--- src/hdl/pfc_pkg.sv ---
// Shared types, format and pair codes, register indexes, status codes and byte counts of the pixel format converter.
package pfc_pkg;

	// Pixel layout codes
	localparam logic [2:0] FMT_BGR  = 3'd0;
	localparam logic [2:0] FMT_BGRA = 3'd1;
	localparam logic [2:0] FMT_ABGR = 3'd2;
	localparam logic [2:0] FMT_RGB  = 3'd3;
	localparam logic [2:0] FMT_RGBA = 3'd4;

	// Source/destination pair codes, source in the upper three bits
	localparam logic [5:0] PAIR_RGB_BGR   = {FMT_RGB,  FMT_BGR};
	localparam logic [5:0] PAIR_BGR_RGB   = {FMT_BGR,  FMT_RGB};
	localparam logic [5:0] PAIR_ABGR_RGBA = {FMT_ABGR, FMT_RGBA};
	localparam logic [5:0] PAIR_RGBA_ABGR = {FMT_RGBA, FMT_ABGR};
	localparam logic [5:0] PAIR_RGBA_BGRA = {FMT_RGBA, FMT_BGRA};
	localparam logic [5:0] PAIR_BGRA_RGBA = {FMT_BGRA, FMT_RGBA};
	localparam logic [5:0] PAIR_BGRA_ABGR = {FMT_BGRA, FMT_ABGR};
	localparam logic [5:0] PAIR_ABGR_BGR  = {FMT_ABGR, FMT_BGR};
	localparam logic [5:0] PAIR_ABGR_RGB  = {FMT_ABGR, FMT_RGB};
	localparam logic [5:0] PAIR_RGBA_RGB  = {FMT_RGBA, FMT_RGB};
	localparam logic [5:0] PAIR_BGRA_BGR  = {FMT_BGRA, FMT_BGR};
	localparam logic [5:0] PAIR_RGBA_BGR  = {FMT_RGBA, FMT_BGR};
	localparam logic [5:0] PAIR_BGRA_RGB  = {FMT_BGRA, FMT_RGB};

	// Configuration register indexes
	localparam logic CFG_IN_FORMAT  = 1'b0;
	localparam logic CFG_OUT_FORMAT = 1'b1;

	// Status codes
	localparam logic ST_OK          = 1'b0;
	localparam logic ST_UNSUPPORTED = 1'b1;

	// Byte counts
	localparam logic [2:0] BYTES_THREE = 3'd3;
	localparam logic [2:0] BYTES_FOUR  = 3'd4;

	// Routing decision for one pixel
	typedef struct packed {
		logic [31:0]     direct;
		logic [2:0][7:0] colour;
		logic [7:0]      alpha;
		logic            flat;
		logic            status;
		logic [2:0]      out_bytes;
	} pfc_route_t;

endpackage

--- src/hdl/pixel_format_converter_unit.sv ---
// Top level of the pixel format converter: configuration, pipeline and handshake.
//
// Converts one pixel per beat between the BGR, BGRA, ABGR, RGB and RGBA byte
// orders. in_format and out_format are written through the cfg_we / cfg_index /
// cfg_data port; the user must write them only while the pipeline is empty, as
// the block does not enforce it. Both reset to BGR. Input beat: pixel_in and
// last_pixel, taken when in_valid is high and in_stall is low. Output beat:
// pixel_out, out_bytes, status and last_out, taken when out_valid is high and
// out_stall is low. Throughput is one pixel per cycle while out_stall is low.
// Stage one routes the bytes, stage two holds the colour-times-alpha products
// of the three lanes, stage three holds the divided and packed result.
// Each stage advances when its successor is empty or advancing, so bubbles
// collapse and the block keeps taking beats while a result waits. A stall on
// the output backs up through the stages; in_stall rises only once all three
// stages hold a pixel. Nothing is dropped or repeated.
// Reset empties the pipeline and sets both formats to BGR.
module pixel_format_converter_unit (
	input  logic        clk,
	input  logic        arst_n,
	input  logic        cfg_we,
	input  logic        cfg_index,
	input  logic [2:0]  cfg_data,
	input  logic        in_valid,
	output logic        in_stall,
	input  logic [31:0] pixel_in,
	input  logic        last_pixel,
	output logic        out_valid,
	input  logic        out_stall,
	output logic [31:0] pixel_out,
	output logic [2:0]  out_bytes,
	output logic        status,
	output logic        last_out
);
	import pfc_pkg::*;

	logic [2:0]  in_format_q, out_format_q;
	pfc_route_t  route;
	pfc_route_t  route_s1;
	logic        last_s1, valid_s1;
	logic [31:0] direct_s2;
	logic        flat_s2, status_s2, last_s2, valid_s2;
	logic [2:0]  bytes_s2;
	logic [2:0][7:0] flat_val;
	logic [31:0] pixel_s3;
	logic [2:0]  bytes_s3;
	logic        status_s3, last_s3, valid_s3;
	logic        load_s1, load_s2, load_s3;

	// Configuration registers
	always_ff @(posedge clk or negedge arst_n) begin
		if (!arst_n) begin
			in_format_q  <= FMT_BGR;
			out_format_q <= FMT_BGR;
		end else if (cfg_we) begin
			if (cfg_index == CFG_IN_FORMAT) begin
				in_format_q <= cfg_data;
			end else begin
				out_format_q <= cfg_data;
			end
		end
	end

	// Advance a stage when its successor is free or moving on
	assign load_s3  = !valid_s3 || !out_stall;
	assign load_s2  = !valid_s2 || load_s3;
	assign load_s1  = !valid_s1 || load_s2;
	assign in_stall = !load_s1;

	// Valid bits
	always_ff @(posedge clk or negedge arst_n) begin
		if (!arst_n) begin
			valid_s1 <= 1'b0;
			valid_s2 <= 1'b0;
			valid_s3 <= 1'b0;
		end else begin
			if (load_s1) begin
				valid_s1 <= in_valid;
			end
			if (load_s2) begin
				valid_s2 <= valid_s1;
			end
			if (load_s3) begin
				valid_s3 <= valid_s2;
			end
		end
	end

	// Stage one: route the bytes
	pfc_route u_route (
		.in_format  (in_format_q),
		.out_format (out_format_q),
		.pixel      (pixel_in),
		.route      (route)
	);

	always_ff @(posedge clk) begin
		if (load_s1) begin
			route_s1 <= route;
			last_s1  <= last_pixel;
		end
	end

	// Stage two: multiply each colour by alpha
	for (genvar i = 0; i < 3; i++) begin : g_lane
		pfc_lane u_lane (
			.clk     (clk),
			.load_s2 (load_s2),
			.colour  (route_s1.colour[i]),
			.alpha   (route_s1.alpha),
			.flat    (flat_val[i])
		);
	end

	always_ff @(posedge clk) begin
		if (load_s2) begin
			direct_s2 <= route_s1.direct;
			flat_s2   <= route_s1.flat;
			status_s2 <= route_s1.status;
			bytes_s2  <= route_s1.out_bytes;
			last_s2   <= last_s1;
		end
	end

	// Stage three: divide, pack and hold the result
	always_ff @(posedge clk) begin
		if (load_s3) begin
			pixel_s3  <= flat_s2 ? {8'd0, flat_val} : direct_s2;
			bytes_s3  <= bytes_s2;
			status_s3 <= status_s2;
			last_s3   <= last_s2;
		end
	end

	assign out_valid = valid_s3;
	assign pixel_out = pixel_s3;
	assign out_bytes = bytes_s3;
	assign status    = status_s3;
	assign last_out  = last_s3;

endmodule

--- src/hdl/pfc_route.sv ---
// Format pair decode and byte routing of one source pixel.
module pfc_route (
	input  logic [2:0]          in_format,
	input  logic [2:0]          out_format,
	input  logic [31:0]         pixel,
	output pfc_pkg::pfc_route_t route
);
	import pfc_pkg::*;

	logic [7:0] b0, b1, b2, b3;
	logic [5:0] pair;

	assign b0   = pixel[7:0];
	assign b1   = pixel[15:8];
	assign b2   = pixel[23:16];
	assign b3   = pixel[31:24];
	assign pair = {in_format, out_format};

	// Pick the direct word or the colour lanes and alpha to flatten
	always_comb begin
		route.direct = '0;
		route.colour = '0;
		route.alpha  = '0;
		route.flat   = 1'b0;
		route.status = ST_OK;
		case (pair)
			PAIR_RGB_BGR, PAIR_BGR_RGB: begin
				route.direct = {8'd0, b0, b1, b2};
			end
			PAIR_ABGR_RGBA, PAIR_RGBA_ABGR: begin
				route.direct = {b0, b1, b2, b3};
			end
			PAIR_RGBA_BGRA, PAIR_BGRA_RGBA: begin
				route.direct = {b3, b0, b1, b2};
			end
			PAIR_BGRA_ABGR: begin
				route.direct = {b2, b1, b0, b3};
			end
			PAIR_ABGR_BGR: begin
				route.flat   = 1'b1;
				route.colour = {b3, b2, b1};
				route.alpha  = b0;
			end
			PAIR_ABGR_RGB: begin
				route.flat   = 1'b1;
				route.colour = {b1, b2, b3};
				route.alpha  = b0;
			end
			PAIR_RGBA_RGB, PAIR_BGRA_BGR: begin
				route.flat   = 1'b1;
				route.colour = {b2, b1, b0};
				route.alpha  = b3;
			end
			PAIR_RGBA_BGR, PAIR_BGRA_RGB: begin
				route.flat   = 1'b1;
				route.colour = {b0, b1, b2};
				route.alpha  = b3;
			end
			default: begin
				route.status = ST_UNSUPPORTED;
			end
		endcase

		// Three bytes for the packed colour layouts, four otherwise
		if (out_format == FMT_BGR || out_format == FMT_RGB) begin
			route.out_bytes = BYTES_THREE;
		end else begin
			route.out_bytes = BYTES_FOUR;
		end
	end

endmodule

--- src/hdl/pfc_lane.sv ---
// One colour lane of alpha flattening: registered product, then divide by 255.
module pfc_lane (
	input  logic       clk,
	input  logic       load_s2,
	input  logic [7:0] colour,
	input  logic [7:0] alpha,
	output logic [7:0] flat
);
	logic [15:0] product_s2;
	logic [16:0] sum;

	// Hold the product while the stage is stalled
	always_ff @(posedge clk) begin
		if (load_s2) begin
			product_s2 <= colour * alpha;
		end
	end

	// floor(x / 255) for every product x, at most 255 * 255: (x + (x >> 8) + 1) >> 8
	assign sum  = {1'b0, product_s2} + {9'd0, product_s2[15:8]} + 17'd1;
	assign flat = sum[15:8];

endmodule

--- config.mk ---
export PLATFORM = sky130hd
export DESIGN_NAME = pixel_format_converter_unit
export DESIGN_NICKNAME = d
export VERILOG_FILES = /design/src/hdl/pfc_pkg.sv /design/src/hdl/pixel_format_converter_unit.sv /design/src/hdl/pfc_route.sv /design/src/hdl/pfc_lane.sv
export SDC_FILE = /design/constraint.sdc
export NUM_CORES = 1
export LEC_CHECK = 0
export ABC_AREA = 1
export BUFFER_PORTS_ARGS = -buffer_cell sky130_fd_sc_hd__buf_2
export CAP_MARGIN = 20
export CORE_MARGIN = 1.5
export CORE_UTILIZATION = 27
export DETAILED_ROUTE_END_ITERATION = 16
export HOLD_SLACK_MARGIN = 0.12
export PLACE_DENSITY_LB_ADDON = 0.08
export SLEW_MARGIN = 40
export SYNTH_ARGS = -nofsm -noshare
export SYNTH_HDL_FRONTEND = slang
export SYNTH_SLANG_ARGS = --single-unit
--- constraint.sdc ---
create_clock -name clk -period 7.8 [get_ports clk]
set_input_delay 0 -clock clk [delete_from_list [all_inputs] [get_ports clk]]
set_output_delay 0 -clock clk [all_outputs]
set_load 0.05 [all_outputs]
After elaboration in Yosys (flattened, before gate mapping)
Cells that the tools add are included.

Divide/modulo/power cells: 0. Multipliers: 3. Magnitude comparators: 0. Add/sub/neg operators: 6. Equality and inequality tests: 14. Multiplexer cells: 5. Reductions and logical operators: 18. Shift operators: 0. Bitwise gates (word level): 1.

Operator list (number): 33-bit one-hot mux with 4 select lines (1); 32-bit one-hot mux with 4 select lines (1); 16-bit by 1-bit adder with 16-bit output, second input constant (3); 16-bit by 8-bit adder with 16-bit output (3); 8-bit by 8-bit multiplier with 16-bit output (3); 6-bit by 4-bit == test with 1-bit output, second input constant (4); 6-bit by 5-bit == test with 1-bit output, second input constant (4); 6-bit == test, second input constant (4); 24-bit 2-to-1 mux (1); 13-bit OR reduction (1); 2-bit OR reduction (5); 6-bit by 2-bit == test with 1-bit output, second input constant (1); 1-bit zero test (5); 1-bit logical OR (4); 2-bit AND reduction (2); 3-bit by 2-bit == test with 1-bit output, second input constant (1); 3-bit zero test (1); 3-bit 2-to-1 mux (1); 1-bit 2-to-1 mux (1); 1-bit inverter (1).

Bits in latches: 0. Register bits after elaboration: 202. Input port bits: 42. Output and inout port bits: 39. Memory bits (writable): 0. Memories kept: 0. ROM bits: 0.

Longest topological paths before layout
Depth in word-level cells: 5. Mapped depth: 20.

By module
Synthesis repeated with hierarchy kept, for this count alone.

Cells, all modules: 2110. Area total of the unflattened synthesis: 16832.4 µm².

Modules (own cells, without submodules): pfc_lane at g_lane[1].u_lane ... (cells each 503, times used 2, area each 3414.5 µm²); pixel_format_converter_unit (cells each 281, times used 1, area each 5198.7 µm²); pfc_lane at g_lane[0].u_lane (cells each 507, times used 1, area each 3429.5 µm²); pfc_route (cells each 316, times used 1, area each 1375.1 µm²).

Least setup slack after synthesis
No wires, ideal clock.

Path type: register to register. Start point: register valid_s3 (netlist: out_valid). End point: register last_s1 (enable). Arrival: 5.635 ns. Library setup time: 0.423 ns. Buffers on the path: 0. Path slack: 1.742 ns. Period minus slack after synthesis: 6.058 ns. Stages on the path, launching flop included: 6. Cells stage by stage: dfrtp_1 -> nand2_1 -> nor2_1 -> inv_1 -> nor2_1 -> inv_1.

Cells in the longest elaborated chain, start to end: 4.

RTL lines: from (decl) (line pixel_format_converter_unit.sv:46) `logic status_s3, last_s3, valid_s3;`; from (signal assigned) (line pixel_format_converter_unit.sv:83) `valid_s3 <= valid_s2;`; 1-bit zero test (line pixel_format_converter_unit.sv:64) `assign load_s3 = !valid_s3 || !out_stall;`; 1-bit logical OR (line pixel_format_converter_unit.sv:64); via load_s3 (line pixel_format_converter_unit.sv:47) `logic load_s1, load_s2, load_s3;`; 1-bit logical OR (line pixel_format_converter_unit.sv:65) `assign load_s2 = !valid_s2 || load_s3;`; via g_lane[0].u_lane.load_s2 (line pfc_lane.sv:4) `input logic load_s2,`; 1-bit logical OR (line pixel_format_converter_unit.sv:66) `assign load_s1 = !valid_s1 || load_s2;`; to (signal assigned) (line pixel_format_converter_unit.sv:99) `last_s1 <= last_pixel;`; to (decl) (line pixel_format_converter_unit.sv:39) `logic last_s1, valid_s1;`.

The timed path passes the listed nets, and every way through them passes these cells. A chain may end at the register's enable or synchronous reset.

Final worst setup path
Start point: register route_s1[7] in the netlist's numbering. End point: register g_lane[0].u_lane.product_s2[11] (data pin).

Cells in the longest elaborated chain, start to end: 1.

RTL lines: from (decl) (line pixel_format_converter_unit.sv:38) `pfc_route_t route_s1;`; from (signal assigned) (line pixel_format_converter_unit.sv:98) `route_s1 <= route;`; 8-bit by 8-bit multiplier with 16-bit output (line pfc_lane.sv:15) `product_s2 <= colour * alpha;`; to (signal assigned) (line pfc_lane.sv:15); to (decl) (line pfc_lane.sv:9) `logic [15:0] product_s2;`.

Every way passes these cells.

==> reports/metrics.yaml <==
status: "finished, violations left"
violations: "DRC"
worst-endpoint-arrival_ns: 4.68
die_area_mm2: 0.0615
final.setup.tns_ns: 0
cp.required_ns: 8.02
finalCritPeriodShare_pct: 57.2
slowest_stage: "edfxtp_1"
timing.fmax_ghz: 0.224
cts.reportedPaths.clkPinSlew_ns: 0.08
leakagePower_nw: 10.4
core_area_mm2: 0.0591
initial_core_util_pct: 27.4
port_buffers: 80
cts.htree.levels: 4
yosys.area_share.simple_pct: 18.4
drtIter0Drc: 722
gp_congestion: 0.828
tritoncts: "done"
power-per-cell-area_mw_per_mm2: 212
critPathTopFamily: "adder cells"
pin_count: 81
synth-seq-area-share_pct: 36.6
start_kind: "flop"
postRouteAntennaNets: 0
layout-drive-gt1-share_pct: 8.14
worst_r2r_startpoint: "route_s1[7]$_DFFE_PN_"
grt_overflow: 0
avgSynthCellArea_um2: 8.50
synth_compound_area_share_pct: 6.87
core.rowCount: 89
clockBufferDepth: 2
seqPwrFrac_pct: 41.5
nets: 2306
cpMostUsedCell: "nand2_1"
end_kind: "flop"
synthMuxAreaShare_pct: 0
fin_worst_skew_ns: 0.0219
synth_fa_ha_area_share_pct: 23.3
areaGrowthSynthToFinish_pct: 15.4
r2r_setup_slack_ns: 3.34
max_stage_delay_ns: 0.63
p_switching_mw: 1.61
reg2regPathDepth: 17
dp_cells: 2716
timing.critical_path.buf_inv: 4
mostFrequentLayoutCell: "nand2_1"
hp-start: "last_pixel"
synth_cells: 1906
crit_type: "flop to flop"
irDropWorstVdd_mv: 0.183
synth_top_family_by_area: "adder cells"
die_x_um: 248
max_slew_margin_pct: 47.9
slew_violations: 0
layout_common_cells: "nand2_1 (529), inv_1 (486), edfxtp_1 (190), ha_1 (129), fa_1 (108)"
grt_max_degree: 70
ys_ff_latch: 199
finish.utilization_pct: 31.6
min_period_ns: 4.46
clock_sinks: 199
vias: 12400
min_to: "last_s1$_DFFE_PN_"
diodes: 0
rr_endpoint: "g_lane[0].u_lane.product_s2[11]$_DFFE_PP_"
cts-root-buf: "clkbuf_16"
post_drt_wl_per_cell_um: 15.8
syn_area_mm2: 0.0162
grt_pass1_wl_um: 69900
drt-pass1-iter-count: 11
p_clk_share_pct: 22.9
maxCapViolations: 0
synth.net_count: 2185
numCtsBuffers: 17
vias_per_cell: 4.41
worst_slew_pin_slew_ns: 0.781
p_comb_share_pct: 35.6
grt_pass1_vias: 12600
yosys.area_share.xor_xnor_pct: 1.68
wl_um: 44400
rsz0062_at_grt: "false"
die_h_um: 248
worst_skew_pair.late_latency_ns: 0.49
crit_chain: "buf_8 > nand2_1 > inv_1 > fa_1 > fa_1 > inv_1 > fa_1 > fa_1 > inv_1 > ha_1 > a21oi_1 > o21ai_0 > nand2_1 > nand2_1 > nand2_1 > nand2_1 > xor2_1"
hpwlAfterDp_um: 34700
instances_no_fill: 2813
hold_violations: 0
groute.usage.overall_pct: 15.2
hold_path_class: "input pin to flop"
intPower_mw: 2.35
route.detailed.drc: 2
placed_area_mm2: 0.0174
synth_cell_types: 42
finalSetupViolations: 0
crit_path_max_fanout: 13
final_cell_area_mm2: 0.0187
p_sw_share_pct: 40.7
antenna_found_initial: 6
ys.warnings.count: 0
whs_path_depth: 2
==> power groups by stage <==
stage	logic, mW	clock network [mW]	registers [mW]
floorplan	0.902	0	1.69
global placement	1.36	0	1.69
detailed placement	1.39	0	1.67
CTS	1.44	0.947	1.65
global route	1.61	0.982	1.67
finish	1.41	0.908	1.64
==> worst reg2reg max path, delay by kind of cell, from the launching register on <==
kind,cells,cell delay (ns)
buffers and inverters,4,0.42
and+or+nand+nor,5,0.38
adders and majority gates,5,2.23
xor gates and xnor gates,1,0.15
DFF,1,0.63
AOI/OAI and AO/OA,2,0.40
==> cells in the mapped netlist, drive strengths merged <==
cell type / count / area [um^2]
buf: 14 / 105
xor2: 19 / 166
nand3b: 19 / 143
o21ai: 29 / 149
a31oi: 6 / 37.5
ha: 129 / 1610
edfxtp: 190 / 5710
o211ai: 5 / 37.5
a21boi: 7 / 52.6
xnor2: 12 / 105
nor3: 12 / 60.1
nand2: 533 / 2010
nand3: 68 / 363
nand2b: 1 / 6.26
and3: 1 / 6.26
fa: 108 / 2160
or2: 5 / 31.3
nor2: 59 / 261
a21oi: 61 / 305
o21bai: 3 / 22.5
o221ai: 1 / 8.76
nand4: 11 / 68.8
inv: 493 / 1850
clkbuf: 44 / 178
and2: 4 / 25.0
o22ai: 50 / 403
a21o: 3 / 22.5
a22oi: 10 / 75.1
dfrtp: 9 / 225
==> sequential cells by signal (all words and copies together), names as in the netlist <==
name and cells:
status_s2 1, valid_s1 1, last_s1 1, g_lane.u_lane.product_s2 48
out_format_q 3, out_bytes 2, out_valid 1, last_s2 1
in_format_q 3, bytes_s2 2, last_out 1, valid_s2 1
route_s1 68, status 1, direct_s2 32, flat_s2 1
pixel_out 32
==> cell families after synthesis <==
logic type / Yosys count
AND/OR/NAND/NOR: 713
AO/OA/AOI/OAI: 175
flip-flops: 199
XOR/XNOR: 31
buffers and inverters: 551
adder cells (fa/ha/maj): 237
==> per-layer routing <==
metal	GRT usage, %	wire length [um]
met2	23.8	20200
met3	3.09	2270
met5	0	42
met1	20.4	20700
met4	5.81	1250
==> what timing repair did <==
action | in CTS | in global routing
buffers inserted | 0 | 0
endpoints found under the hold margin | 81 | 0
resized for setup | 0 | 0
hold buffers | 65 | 0
==> final cells by class <==
cell class                      count  area [um^2]
Tap cell                          773          967
Fill cell                        6218        40400
Multi-Input combinational cell   1156         8140
Inverter                          493         1850
Clock inverter                     15          173
Timing Repair Buffer              160         1200
Sequential cell                   199         5930
Clock buffer                       17          425
==> stage by stage <==
stage                     setup WS (ns)  total power, mW  hold WS [ns]
after floorplan                    1.74             2.59        -0.296
after global placement             3.13             3.05        -0.136
after detailed placement           3.32             3.07        -0.131
after CTS                          3.30             4.03         0.180
after global routing               3.00             4.26         0.199
final                              3.34             3.96         0.224
==> how the worst max path moves through the flow <==
stage	start	to	slack (ns)	depth (start not counted)
after floorplan	out_valid$_DFFE_PN0P_	last_s1$_DFFE_PN_	1.74	5
after global placement	route_s1[7]$_DFFE_PN_	g_lane[1].u_lane.product_s2[14]$_DFFE_PP_	3.13	17
after detailed placement	route_s1[7]$_DFFE_PN_	g_lane[0].u_lane.product_s2[11]$_DFFE_PP_	3.32	17
after CTS	route_s1[7]$_DFFE_PN_	g_lane[0].u_lane.product_s2[11]$_DFFE_PP_	3.30	17
after global routing	route_s1[7]$_DFFE_PN_	g_lane[0].u_lane.product_s2[11]$_DFFE_PP_	3.00	17
final	route_s1[7]$_DFFE_PN_	g_lane[0].u_lane.product_s2[11]$_DFFE_PP_	3.34	17
Power figures use the tool's default switching activity.
